### src/rtl/ofill_pkg.sv
`default_nettype none
package ofill_pkg;

    // Sample fields
    localparam int DATA_W = 32;
    // Gap field wide enough for the largest fill limit (1023 missing, gap 1024)
    localparam int GAP_W = 11;
    // Quotient bits of |cur - prev| / gap, one per divider step
    localparam int DIV_STEPS = DATA_W + 1;
    localparam int DIV_CNT_W = $clog2(DIV_STEPS);

    localparam logic MODE_NEAREST = 1'b0;
    localparam logic MODE_LINEAR  = 1'b1;

    typedef logic signed [DATA_W-1:0] data_t;

    // One classified sample handed from the front end to the fill engine
    typedef struct packed {
        data_t             cur_idx;
        data_t             cur_val;
        data_t             prev_idx;
        data_t             prev_val;
        logic [GAP_W-1:0]  gap;
        logic              fill;
        logic              too_long;
        logic              mode;
    } cmd_t;

endpackage
`default_nettype wire

### src/rtl/ofill_front.sv
`default_nettype none
module ofill_front #(
    parameter int MAX_FILL = 63
) (
    input  wire logic               clk,
    input  wire logic               rst_n,
    input  wire logic               cfg_valid,
    output logic                    cfg_ready,
    input  wire logic               fill_mode,
    input  wire logic               in_valid,
    output logic                    in_ready,
    input  wire ofill_pkg::data_t   sample_index,
    input  wire ofill_pkg::data_t   sample_value,
    output logic                    cmd_valid,
    input  wire logic               cmd_ready,
    output ofill_pkg::cmd_t         cmd
);
    import ofill_pkg::*;

    localparam logic signed [DATA_W:0] GAP_LIMIT = (DATA_W+1)'(MAX_FILL + 1);
    localparam logic signed [DATA_W:0] GAP_ONE   = (DATA_W+1)'(1);

    logic                     fill_mode_reg;
    logic                     have_prev_reg;
    data_t                    prev_idx_reg;
    data_t                    prev_val_reg;
    logic signed [DATA_W:0]   gap_wide;
    logic                     accept;

    assign cfg_ready = 1'b1;
    assign in_ready  = cmd_ready;
    assign cmd_valid = in_valid;
    assign accept    = in_valid && cmd_ready;

    // Distance from the previous sample, one bit wider so it cannot wrap
    assign gap_wide = {sample_index[DATA_W-1], sample_index}
                    - {prev_idx_reg[DATA_W-1], prev_idx_reg};

    // Classify the beat
    always_comb
    begin
        cmd.cur_idx  = sample_index;
        cmd.cur_val  = sample_value;
        cmd.prev_idx = prev_idx_reg;
        cmd.prev_val = prev_val_reg;
        cmd.gap      = gap_wide[GAP_W-1:0];
        cmd.fill     = have_prev_reg && (gap_wide > GAP_ONE) && (gap_wide <= GAP_LIMIT);
        cmd.too_long = have_prev_reg && (gap_wide > GAP_LIMIT);
        cmd.mode     = fill_mode_reg;
    end

    // Hold mode and the previous sample
    always_ff @(posedge clk or negedge rst_n)
    begin
        if (!rst_n)
        begin
            fill_mode_reg <= MODE_LINEAR;
            have_prev_reg <= 1'b0;
            prev_idx_reg  <= '0;
            prev_val_reg  <= '0;
        end
        else
        begin
            if (cfg_valid)
            begin
                fill_mode_reg <= fill_mode;
            end
            if (accept)
            begin
                have_prev_reg <= 1'b1;
                prev_idx_reg  <= sample_index;
                prev_val_reg  <= sample_value;
            end
        end
    end

endmodule
`default_nettype wire

### src/rtl/ofill_queue.sv
`default_nettype none
module ofill_queue (
    input  wire logic               clk,
    input  wire logic               rst_n,
    input  wire logic               push_valid,
    output logic                    push_ready,
    input  wire ofill_pkg::cmd_t    push_data,
    output logic                    pop_valid,
    input  wire logic               pop_ready,
    output ofill_pkg::cmd_t         pop_data
);
    import ofill_pkg::*;

    localparam int DEPTH = 2;
    localparam int PTR_W = $clog2(DEPTH);

    cmd_t                 mem [DEPTH];
    logic [PTR_W-1:0]     wr_ptr_reg;
    logic [PTR_W-1:0]     rd_ptr_reg;
    logic [PTR_W:0]       count_reg;
    logic                 push;
    logic                 pop;

    assign push_ready = (count_reg != (PTR_W+1)'(DEPTH));
    assign pop_valid  = (count_reg != '0);
    assign push       = push_valid && push_ready;
    assign pop        = pop_valid && pop_ready;
    assign pop_data   = mem[rd_ptr_reg];

    // Store beats
    always_ff @(posedge clk)
    begin
        if (push)
        begin
            mem[wr_ptr_reg] <= push_data;
        end
    end

    // Advance pointers and fill level
    always_ff @(posedge clk or negedge rst_n)
    begin
        if (!rst_n)
        begin
            wr_ptr_reg <= '0;
            rd_ptr_reg <= '0;
            count_reg  <= '0;
        end
        else
        begin
            if (push)
            begin
                wr_ptr_reg <= wr_ptr_reg + PTR_W'(1);
            end
            if (pop)
            begin
                rd_ptr_reg <= rd_ptr_reg + PTR_W'(1);
            end
            if (push && !pop)
            begin
                count_reg <= count_reg + (PTR_W+1)'(1);
            end
            else if (pop && !push)
            begin
                count_reg <= count_reg - (PTR_W+1)'(1);
            end
        end
    end

endmodule
`default_nettype wire

### src/rtl/ofill_back.sv
`default_nettype none
module ofill_back (
    input  wire logic               clk,
    input  wire logic               rst_n,
    input  wire logic               cmd_valid,
    output logic                    cmd_ready,
    input  wire ofill_pkg::cmd_t    cmd,
    output logic                    out_valid,
    input  wire logic               out_ready,
    output ofill_pkg::data_t        out_index,
    output ofill_pkg::data_t        out_value,
    output logic                    is_filled,
    output logic                    gap_too_long,
    output logic                    last_of_run
);
    import ofill_pkg::*;

    localparam int ACC_W  = GAP_W + 2;
    localparam int STEP_W = DATA_W + 2;

    typedef enum logic [2:0] {
        S_IDLE,
        S_DIV,
        S_SETUP,
        S_FILL,
        S_PASS
    } state_t;

    state_t                    state_reg, state_next;
    cmd_t                      cmd_reg, cmd_next;
    logic [GAP_W-1:0]          cnt_reg, cnt_next;
    data_t                     fill_idx_reg, fill_idx_next;
    logic                      neg_reg, neg_next;
    logic [DATA_W:0]           dq_reg, dq_next;
    logic [GAP_W-1:0]          rem_reg, rem_next;
    logic [DIV_CNT_W-1:0]      div_cnt_reg, div_cnt_next;
    logic signed [STEP_W-1:0]  step_a_reg, step_a_next;
    logic signed [STEP_W-1:0]  step_b_reg, step_b_next;
    logic [ACC_W-1:0]          acc_r_reg, acc_r_next;
    logic signed [STEP_W-1:0]  val_reg, val_next;
    logic                      out_valid_reg, out_valid_next;
    data_t                     out_index_reg, out_index_next;
    data_t                     out_value_reg, out_value_next;
    logic                      out_filled_reg, out_filled_next;
    logic                      out_long_reg, out_long_next;
    logic                      out_last_reg, out_last_next;

    logic                      can_emit;
    logic signed [DATA_W:0]    diff;
    logic [DATA_W:0]           abs_diff;
    logic [GAP_W-1:0]          missing;
    logic [GAP_W-1:0]          half;
    logic [GAP_W:0]            trial;
    logic                      trial_ge;
    logic [ACC_W-1:0]          r_sum;
    logic [ACC_W-1:0]          two_gap;
    logic                      carry;
    logic signed [STEP_W-1:0]  lin_val;
    logic [STEP_W-1:0]         q_ext;
    logic [STEP_W-1:0]         q1_ext;
    data_t                     fill_val;

    assign can_emit  = !out_valid_reg || out_ready;
    assign cmd_ready = (state_reg == S_IDLE);

    assign out_valid    = out_valid_reg;
    assign out_index    = out_index_reg;
    assign out_value    = out_value_reg;
    assign is_filled    = out_filled_reg;
    assign gap_too_long = out_long_reg;
    assign last_of_run  = out_last_reg;

    // Difference of the incoming pair, split into sign and magnitude
    assign diff     = {cmd.cur_val[DATA_W-1], cmd.cur_val}
                    - {cmd.prev_val[DATA_W-1], cmd.prev_val};
    assign abs_diff = diff[DATA_W] ? (DATA_W+1)'(-diff) : diff;

    assign missing = cmd_reg.gap - GAP_W'(1);
    assign half    = missing >> 1;

    // One restoring divider step
    assign trial    = {rem_reg, dq_reg[DATA_W]};
    assign trial_ge = (trial >= {1'b0, cmd_reg.gap});

    // Remainder walk for the rounded ramp: carry when it reaches twice the gap
    assign r_sum   = acc_r_reg + {1'b0, rem_reg, 1'b0};
    assign two_gap = {1'b0, cmd_reg.gap, 1'b0};
    assign carry   = (r_sum >= two_gap);
    assign lin_val = val_reg + (carry ? step_b_reg : step_a_reg);

    assign q_ext  = {1'b0, dq_reg};
    assign q1_ext = {1'b0, dq_reg} + STEP_W'(1);

    assign fill_val = (cmd_reg.mode == MODE_LINEAR) ? lin_val[DATA_W-1:0]
                    : ((cnt_reg <= half) ? cmd_reg.prev_val : cmd_reg.cur_val);

    // Sequence one command: divide (linear fill only), then fill (any fill), then pass the sample
    always_comb
    begin
        state_next      = state_reg;
        cmd_next        = cmd_reg;
        cnt_next        = cnt_reg;
        fill_idx_next   = fill_idx_reg;
        neg_next        = neg_reg;
        dq_next         = dq_reg;
        rem_next        = rem_reg;
        div_cnt_next    = div_cnt_reg;
        step_a_next     = step_a_reg;
        step_b_next     = step_b_reg;
        acc_r_next      = acc_r_reg;
        val_next        = val_reg;
        out_valid_next  = out_valid_reg && !out_ready;
        out_index_next  = out_index_reg;
        out_value_next  = out_value_reg;
        out_filled_next = out_filled_reg;
        out_long_next   = out_long_reg;
        out_last_next   = out_last_reg;

        unique case (state_reg)
            S_IDLE:
            begin
                if (cmd_valid)
                begin
                    cmd_next      = cmd;
                    cnt_next      = GAP_W'(1);
                    fill_idx_next = cmd.prev_idx + DATA_W'(1);
                    neg_next      = diff[DATA_W];
                    dq_next       = abs_diff;
                    rem_next      = '0;
                    div_cnt_next  = '0;
                    if (cmd.fill && (cmd.mode == MODE_LINEAR))
                    begin
                        state_next = S_DIV;
                    end
                    else if (cmd.fill)
                    begin
                        state_next = S_FILL;
                    end
                    else
                    begin
                        state_next = S_PASS;
                    end
                end
            end
            S_DIV:
            begin
                rem_next     = trial_ge ? GAP_W'(trial - {1'b0, cmd_reg.gap})
                                        : trial[GAP_W-1:0];
                dq_next      = {dq_reg[DATA_W-1:0], trial_ge};
                div_cnt_next = div_cnt_reg + DIV_CNT_W'(1);
                if (div_cnt_reg == DIV_CNT_W'(DIV_STEPS - 1))
                begin
                    state_next = S_SETUP;
                end
            end
            S_SETUP:
            begin
                // Signed per-index steps: quotient, and quotient plus carry
                step_a_next = neg_reg ? -$signed(q_ext) : $signed(q_ext);
                step_b_next = neg_reg ? -$signed(q1_ext) : $signed(q1_ext);
                acc_r_next  = {2'b00, cmd_reg.gap};
                val_next    = STEP_W'(cmd_reg.prev_val);
                state_next  = S_FILL;
            end
            S_FILL:
            begin
                if (can_emit)
                begin
                    out_valid_next  = 1'b1;
                    out_index_next  = fill_idx_reg;
                    out_value_next  = fill_val;
                    out_filled_next = 1'b1;
                    out_long_next   = 1'b0;
                    out_last_next   = 1'b0;
                    fill_idx_next   = fill_idx_reg + DATA_W'(1);
                    cnt_next        = cnt_reg + GAP_W'(1);
                    val_next        = lin_val;
                    acc_r_next      = carry ? (r_sum - two_gap) : r_sum;
                    if (cnt_reg == missing)
                    begin
                        state_next = S_PASS;
                    end
                end
            end
            S_PASS:
            begin
                if (can_emit)
                begin
                    out_valid_next  = 1'b1;
                    out_index_next  = cmd_reg.cur_idx;
                    out_value_next  = cmd_reg.cur_val;
                    out_filled_next = 1'b0;
                    out_long_next   = cmd_reg.too_long;
                    out_last_next   = 1'b1;
                    state_next      = S_IDLE;
                end
            end
            default:
            begin
                state_next = S_IDLE;
            end
        endcase
    end

    // Hold state and output beat
    always_ff @(posedge clk or negedge rst_n)
    begin
        if (!rst_n)
        begin
            state_reg      <= S_IDLE;
            cmd_reg        <= '0;
            cnt_reg        <= '0;
            fill_idx_reg   <= '0;
            neg_reg        <= 1'b0;
            dq_reg         <= '0;
            rem_reg        <= '0;
            div_cnt_reg    <= '0;
            step_a_reg     <= '0;
            step_b_reg     <= '0;
            acc_r_reg      <= '0;
            val_reg        <= '0;
            out_valid_reg  <= 1'b0;
            out_index_reg  <= '0;
            out_value_reg  <= '0;
            out_filled_reg <= 1'b0;
            out_long_reg   <= 1'b0;
            out_last_reg   <= 1'b0;
        end
        else
        begin
            state_reg      <= state_next;
            cmd_reg        <= cmd_next;
            cnt_reg        <= cnt_next;
            fill_idx_reg   <= fill_idx_next;
            neg_reg        <= neg_next;
            dq_reg         <= dq_next;
            rem_reg        <= rem_next;
            div_cnt_reg    <= div_cnt_next;
            step_a_reg     <= step_a_next;
            step_b_reg     <= step_b_next;
            acc_r_reg      <= acc_r_next;
            val_reg        <= val_next;
            out_valid_reg  <= out_valid_next;
            out_index_reg  <= out_index_next;
            out_value_reg  <= out_value_next;
            out_filled_reg <= out_filled_next;
            out_long_reg   <= out_long_next;
            out_last_reg   <= out_last_next;
        end
    end

    // Divider runs only for a linear fill
    assert property (@(posedge clk) disable iff (!rst_n)
        (state_reg == S_DIV) |-> (cmd_reg.fill && (cmd_reg.mode == MODE_LINEAR)))
        else $error("divider running without a linear fill");

    // Fill counter stays inside the gap
    assert property (@(posedge clk) disable iff (!rst_n)
        (state_reg == S_FILL) |-> (cmd_reg.fill && (cnt_reg >= GAP_W'(1))
                                   && (cnt_reg <= missing)))
        else $error("fill counter outside the gap");

    // A made-up beat never carries the long-gap flag or the end mark
    assert property (@(posedge clk) disable iff (!rst_n)
        (out_valid_reg && out_filled_reg) |-> (!out_long_reg && !out_last_reg))
        else $error("filled beat flagged as long gap or last");

    // Passing the sample closes the run
    assert property (@(posedge clk) disable iff (!rst_n)
        ((state_reg == S_PASS) && can_emit) |=>
            ((state_reg == S_IDLE) && out_valid_reg && out_last_reg && !out_filled_reg))
        else $error("sample beat did not close the run");

endmodule
`default_nettype wire

### src/rtl/ordered_index_gap_filler_unit.sv
// Channel   Direction  Handshake              Beat contents
// cfg       in         cfg_valid/cfg_ready    fill_mode (0 nearest copy, 1 linear)
// in        in         in_valid/in_ready      sample_index, sample_value
// out       out        out_valid/out_ready    out_index, out_value, is_filled,
//                                             gap_too_long, last_of_run
//
// A sample with no fill is popped from the queue into the fill engine, then loaded into the output register.
// A nearest fill emits the made-up samples before the sample; a linear fill first runs the
// bit-serial divide of |cur - prev| by the gap and a setup step, then emits the made-up samples.
// The front end classifies a sample in the cycle it is accepted; a two-entry queue lets it
// run ahead of the fill engine. Reset clears the previous sample and sets linear mode.
// A stalled output register stops the fill engine, the queue then fills and drops in_ready.
`default_nettype none
module ordered_index_gap_filler_unit #(
    parameter int MAX_FILL = 63
) (
    input  wire logic               clk,
    input  wire logic               rst_n,
    input  wire logic               cfg_valid,
    output logic                    cfg_ready,
    input  wire logic               fill_mode,
    input  wire logic               in_valid,
    output logic                    in_ready,
    input  wire ofill_pkg::data_t   sample_index,
    input  wire ofill_pkg::data_t   sample_value,
    output logic                    out_valid,
    input  wire logic               out_ready,
    output ofill_pkg::data_t        out_index,
    output ofill_pkg::data_t        out_value,
    output logic                    is_filled,
    output logic                    gap_too_long,
    output logic                    last_of_run
);
    import ofill_pkg::*;

    cmd_t  front_cmd;
    logic  front_valid;
    logic  front_ready;
    cmd_t  back_cmd;
    logic  back_valid;
    logic  back_ready;

    ofill_front #(
        .MAX_FILL (MAX_FILL)
    ) u_front (
        .clk          (clk),
        .rst_n        (rst_n),
        .cfg_valid    (cfg_valid),
        .cfg_ready    (cfg_ready),
        .fill_mode    (fill_mode),
        .in_valid     (in_valid),
        .in_ready     (in_ready),
        .sample_index (sample_index),
        .sample_value (sample_value),
        .cmd_valid    (front_valid),
        .cmd_ready    (front_ready),
        .cmd          (front_cmd)
    );

    ofill_queue u_queue (
        .clk        (clk),
        .rst_n      (rst_n),
        .push_valid (front_valid),
        .push_ready (front_ready),
        .push_data  (front_cmd),
        .pop_valid  (back_valid),
        .pop_ready  (back_ready),
        .pop_data   (back_cmd)
    );

    ofill_back u_back (
        .clk          (clk),
        .rst_n        (rst_n),
        .cmd_valid    (back_valid),
        .cmd_ready    (back_ready),
        .cmd          (back_cmd),
        .out_valid    (out_valid),
        .out_ready    (out_ready),
        .out_index    (out_index),
        .out_value    (out_value),
        .is_filled    (is_filled),
        .gap_too_long (gap_too_long),
        .last_of_run  (last_of_run)
    );

endmodule
`default_nettype wire

### config.mk
export PLATFORM = sky130hd
export DESIGN_NAME = ordered_index_gap_filler_unit
export DESIGN_NICKNAME = d
export VERILOG_FILES = /design/src/rtl/ofill_pkg.sv /design/src/rtl/ofill_front.sv /design/src/rtl/ofill_queue.sv /design/src/rtl/ofill_back.sv /design/src/rtl/ordered_index_gap_filler_unit.sv
export SDC_FILE = /design/constraint.sdc
export NUM_CORES = 2
export LEC_CHECK = 0
export BUFFER_PORTS_ARGS = -buffer_cell sky130_fd_sc_hd__buf_2
export CORE_MARGIN = 2
export CORE_UTILIZATION = 55
export DETAILED_ROUTE_END_ITERATION = 10
export PLACE_DENSITY = 0.79
export SLEW_MARGIN = 20
export SYNTH_ARGS = -nofsm -noshare
export SYNTH_HDL_FRONTEND = slang
export SYNTH_SLANG_ARGS = --single-unit
export TNS_END_PERCENT = 100
### constraint.sdc
create_clock -name clk -period 8.3 [get_ports clk]
set_input_delay 1.66 -clock clk [delete_from_list [all_inputs] [get_ports clk]]
set_output_delay 1.66 -clock clk [all_outputs]
set_load 0.02 [all_outputs]
==> flow_summary_export.csv <==
group,metric,value,unit
status,outcome,"completed",
global_routing,first_global_vias,29800,
worst_setup_path,end_kind,"register",
cells_and_area,largest_reg_flops,284,
global_routing,grt.total_usage,27.9,%
die,rows,99,
timing,rsz0062_at_grt,"no",
die,chipWidth,275,um
cells_and_area,fillCellCount,5773,
synthesis,syn_area,0.0405,mm^2
synthesis,seq_area_frac_synth,49.0,%
route,top_layer_used,"met5",
clock_network,cts_tree,"done",
place,port_buffers,138,
worst_setup_path,r2r_setup_slack,920,ps
worst_setup_path,startpoint_type,"register",
synthesis,synth_edf_count,284,
route,first_iter_violations,3262,
timing,fmax,0.135,GHz
die,start_util,55.5,%
timing,drv_slew,0,
synthesis,synth.area.top_cells,"dfrtp_1, edfxtp_1, nand2_1",
synthesis,synth_seq_cells,737,
synthesis,synth_top_cell_area_share,27.9,%
worst_setup_path,crit_fanout,39,
timing,setup_viol,0,
global_routing,grt_pass1_wl,167,mm
clock_network,clk_path_buf_depth,3,
route,drt-wirelength-per-cell,20.6,um
worst_setup_path,worstPathRequired,8810,ps
route,dr.pass1.iters,6,
timing,fin_skew,30.9,ps
global_routing,grt_max_degree,160,
die,dieArea,0.0759,mm^2
clock_network,clk_pin_slew_worst_paths,60,ps
place,gp_congestion,0.922,
synthesis,synth-warning-count,0,
timing,worstMarginPinSlew,1090,ps
job,drv_cap,0,
clock_network,numCtsBuffers,79,
synthesis,synth.distinct_cells,102,
clock_network,clk_latency,640,ps
route,viasPerCell,6.16,
route,vias,31700,
timing,final-hold-violation-count,0,
clock_network,ctsResizeCount,0,
cells_and_area,seqCellArea,0.0199,mm^2
route,wl_met3,10.7,mm
timing,slew_headroom,27.3,%
clock_network,cts_setup_buffers,0,
clock_network,postCtsHoldBufs,0,
cells_and_area,postLayoutCoreUtil,61.2,%
cells_and_area,syn2layout_area_growth,10.1,%
synthesis,synth_flop_cell,"dfrtp_1",
place,detailed_place_hpwl,73.4,mm
die,coreArea,0.0730,mm^2
route,wl_met1,47.0,mm
global_routing,grt_overflow,0,
route,postRouteAntennaNets,0,
clock_network,cts_sinks,737,
cells_and_area,multi_input_area,0.0193,mm^2
timing,finalCriticalPeriod,7380,ps
route,dr_wl_met2,45.7,mm
synthesis,synthesis.instances,4114,
synthesis,synth_nets,4340,
die,die_h,275,um
timing,finalCritPeriodShare,88.9,%
route,postRouteWirelength,106,mm
die,ioPinCount,140,
route,route.detailed.drc,0,
global_routing,antenna_found_initial,10,
clock_network,cts_max_level,3,
worst_setup_path,critPathArrivalTime,7890,ps
cells_and_area,layout-drive-gt1-share,10.7,%
synthesis,syn_area_per_cell,9.85,um^2
synthesis,async_reset_ff_share,61.5,%
cells_and_area,nets,4356,
worst_setup_path,crit_type,"register to register",
synthesis,synth_area_leader_cell,"dfrtp_1",
hold_path,hold_path_class,"register to register",
clock_network,root_buffer,"clkbuf_16",
[per-stage QoR]
stage	cells	hold slack (ps)	setup TNS [ps]	instance area (um^2)	setup slack, ps
global placement	5008	446	0	41800	1240
global route	5148	478	0	44600	268
CTS	5148	466	0	44600	1020
finish	5152	462	0	44600	919
detailed placement	5008	454	0	41800	1070
floorplan	4114	434	-105680	40500	-372
[Yosys cell counts (11+ instances only)]
| master | n |
|---|---|
| a211oi_1 | 27 |
| a21boi_0 | 15 |
| a21o_1 | 50 |
| a21oi_1 | 230 |
| a221o_1 | 11 |
| a22oi_1 | 83 |
| a31oi_1 | 48 |
| a32oi_1 | 13 |
| and2_1 | 19 |
| and3_1 | 39 |
| buf_1 | 35 |
| clkbuf_1 | 181 |
| dfrtp_1 | 452 |
| edfxtp_1 | 284 |
| ha_1 | 150 |
| inv_1 | 113 |
| mux2_2 | 76 |
| mux2i_1 | 151 |
| nand2_1 | 643 |
| nand2b_1 | 33 |
| nand3_1 | 72 |
| nand4_1 | 45 |
| nor2_1 | 242 |
| nor2b_1 | 23 |
| nor3_1 | 62 |
| nor4_1 | 11 |
| o211ai_1 | 23 |
| o21a_1 | 23 |
| o21ai_0 | 435 |
| o21bai_1 | 13 |
| o221ai_1 | 11 |
| o31ai_1 | 23 |
| or2_2 | 11 |
| or3_1 | 23 |
| xnor2_1 | 139 |
| xor2_1 | 106 |
[layout make-up]
type | count | area share (%)
inverters | 113 | 0.962
multi-input cells | 3022 | 43.3
well taps | 959 | 2.69
clock inverters | 45 | 1.48
repair buffers | 177 | 2.26
diodes | 4 | 0.0224
clock buffers | 95 | 4.79
flip-flops and latches | 737 | 44.5
[critical path: stages (launching register included)]
cell       delay [ps]
dfrtp_1           410
ha_1              220
inv_1              60
fa_1              410
nor2b_1           120
o21ai_0           100
a21boi_0          260
nor2_1            110
ha_1              350
a21o_1            200
a31o_2            220
a2111oi_0         580
o31ai_1           190
a211oi_1          400
nand2b_2          260
buf_4             380
mux2_2            330
ha_1              360
a2111oi_0         420
a21oi_1           160
a211o_1           410
a32oi_1           320
a31o_2            240
nand2b_1           60
a21o_1            190
nor2b_1           130
o41ai_1           350
[per-layer routing]
layer	track usage (%)	vias to the layer above
li1	-	14900
met1	41.6	15200
met2	40.8	1430
met3	5.86	187
met4	8.85	12
met5	0	-
[placed cells by master, fill, tap and decap left out, types with 15 or more instances in the layout]
cell,instances
a22oi_1,83
or3_1,23
o211ai_1,23
mux2i_1,151
xor2_1,106
a21oi_1,228
and2_1,18
ha_1,150
o21a_1,23
nand4_1,45
o31ai_1,22
o21ai_0,435
dfrtp_1,450
nand3_1,72
buf_4,37
a211oi_1,26
nand2_1,641
a31oi_1,48
edfxtp_1,284
nor2b_1,22
nor2_1,237
and3_1,39
nand2b_1,32
a21o_1,50
inv_1,111
mux2_2,76
buf_2,137
a21boi_0,15
nor3_1,60
clkbuf_16,80
xnor2_1,139
[worst paths after layout]
check | cells after the start | startpoint | to
min in group asynchronous | 1 | rst_n | u_front.prev_val_reg[2]
setup / recovery | 26 | u_back.rem_reg[0] | u_back.out_value[30]
max in group asynchronous | 2 | rst_n | u_back.cnt_reg[4]
hold / removal | 0 | u_front.prev_val_reg[22] | u_queue.mem[0][36]
hold reg to reg | 0 | u_front.prev_val_reg[22] | u_queue.mem[0][36]
setup reg to reg | 26 | u_back.rem_reg[0] | u_back.out_value[30]
[cells by family (layout without fill, tap and decap cells)]
logic type / count (synthesis) / count (layout) / synth area share (%)
AOI/OAI and AO/OA: 1118 / 1118 / 17.1
xor gates and xnor gates: 245 / 245 / 5.30
buffers and inverters: 355 / 430 / 3.63
adders and majority gates: 156 / 156 / 4.93
DFF: 737 / 737 / 49.0
and+or+nand+nor: 1275 / 1275 / 14.1
muxes: 227 / 227 / 5.84
other: 1 / 5 / 0.00926
Power is left out: the tool's default activity adds up to more than one toggle a clock period on the data nets, which glitch-free logic cannot reach.
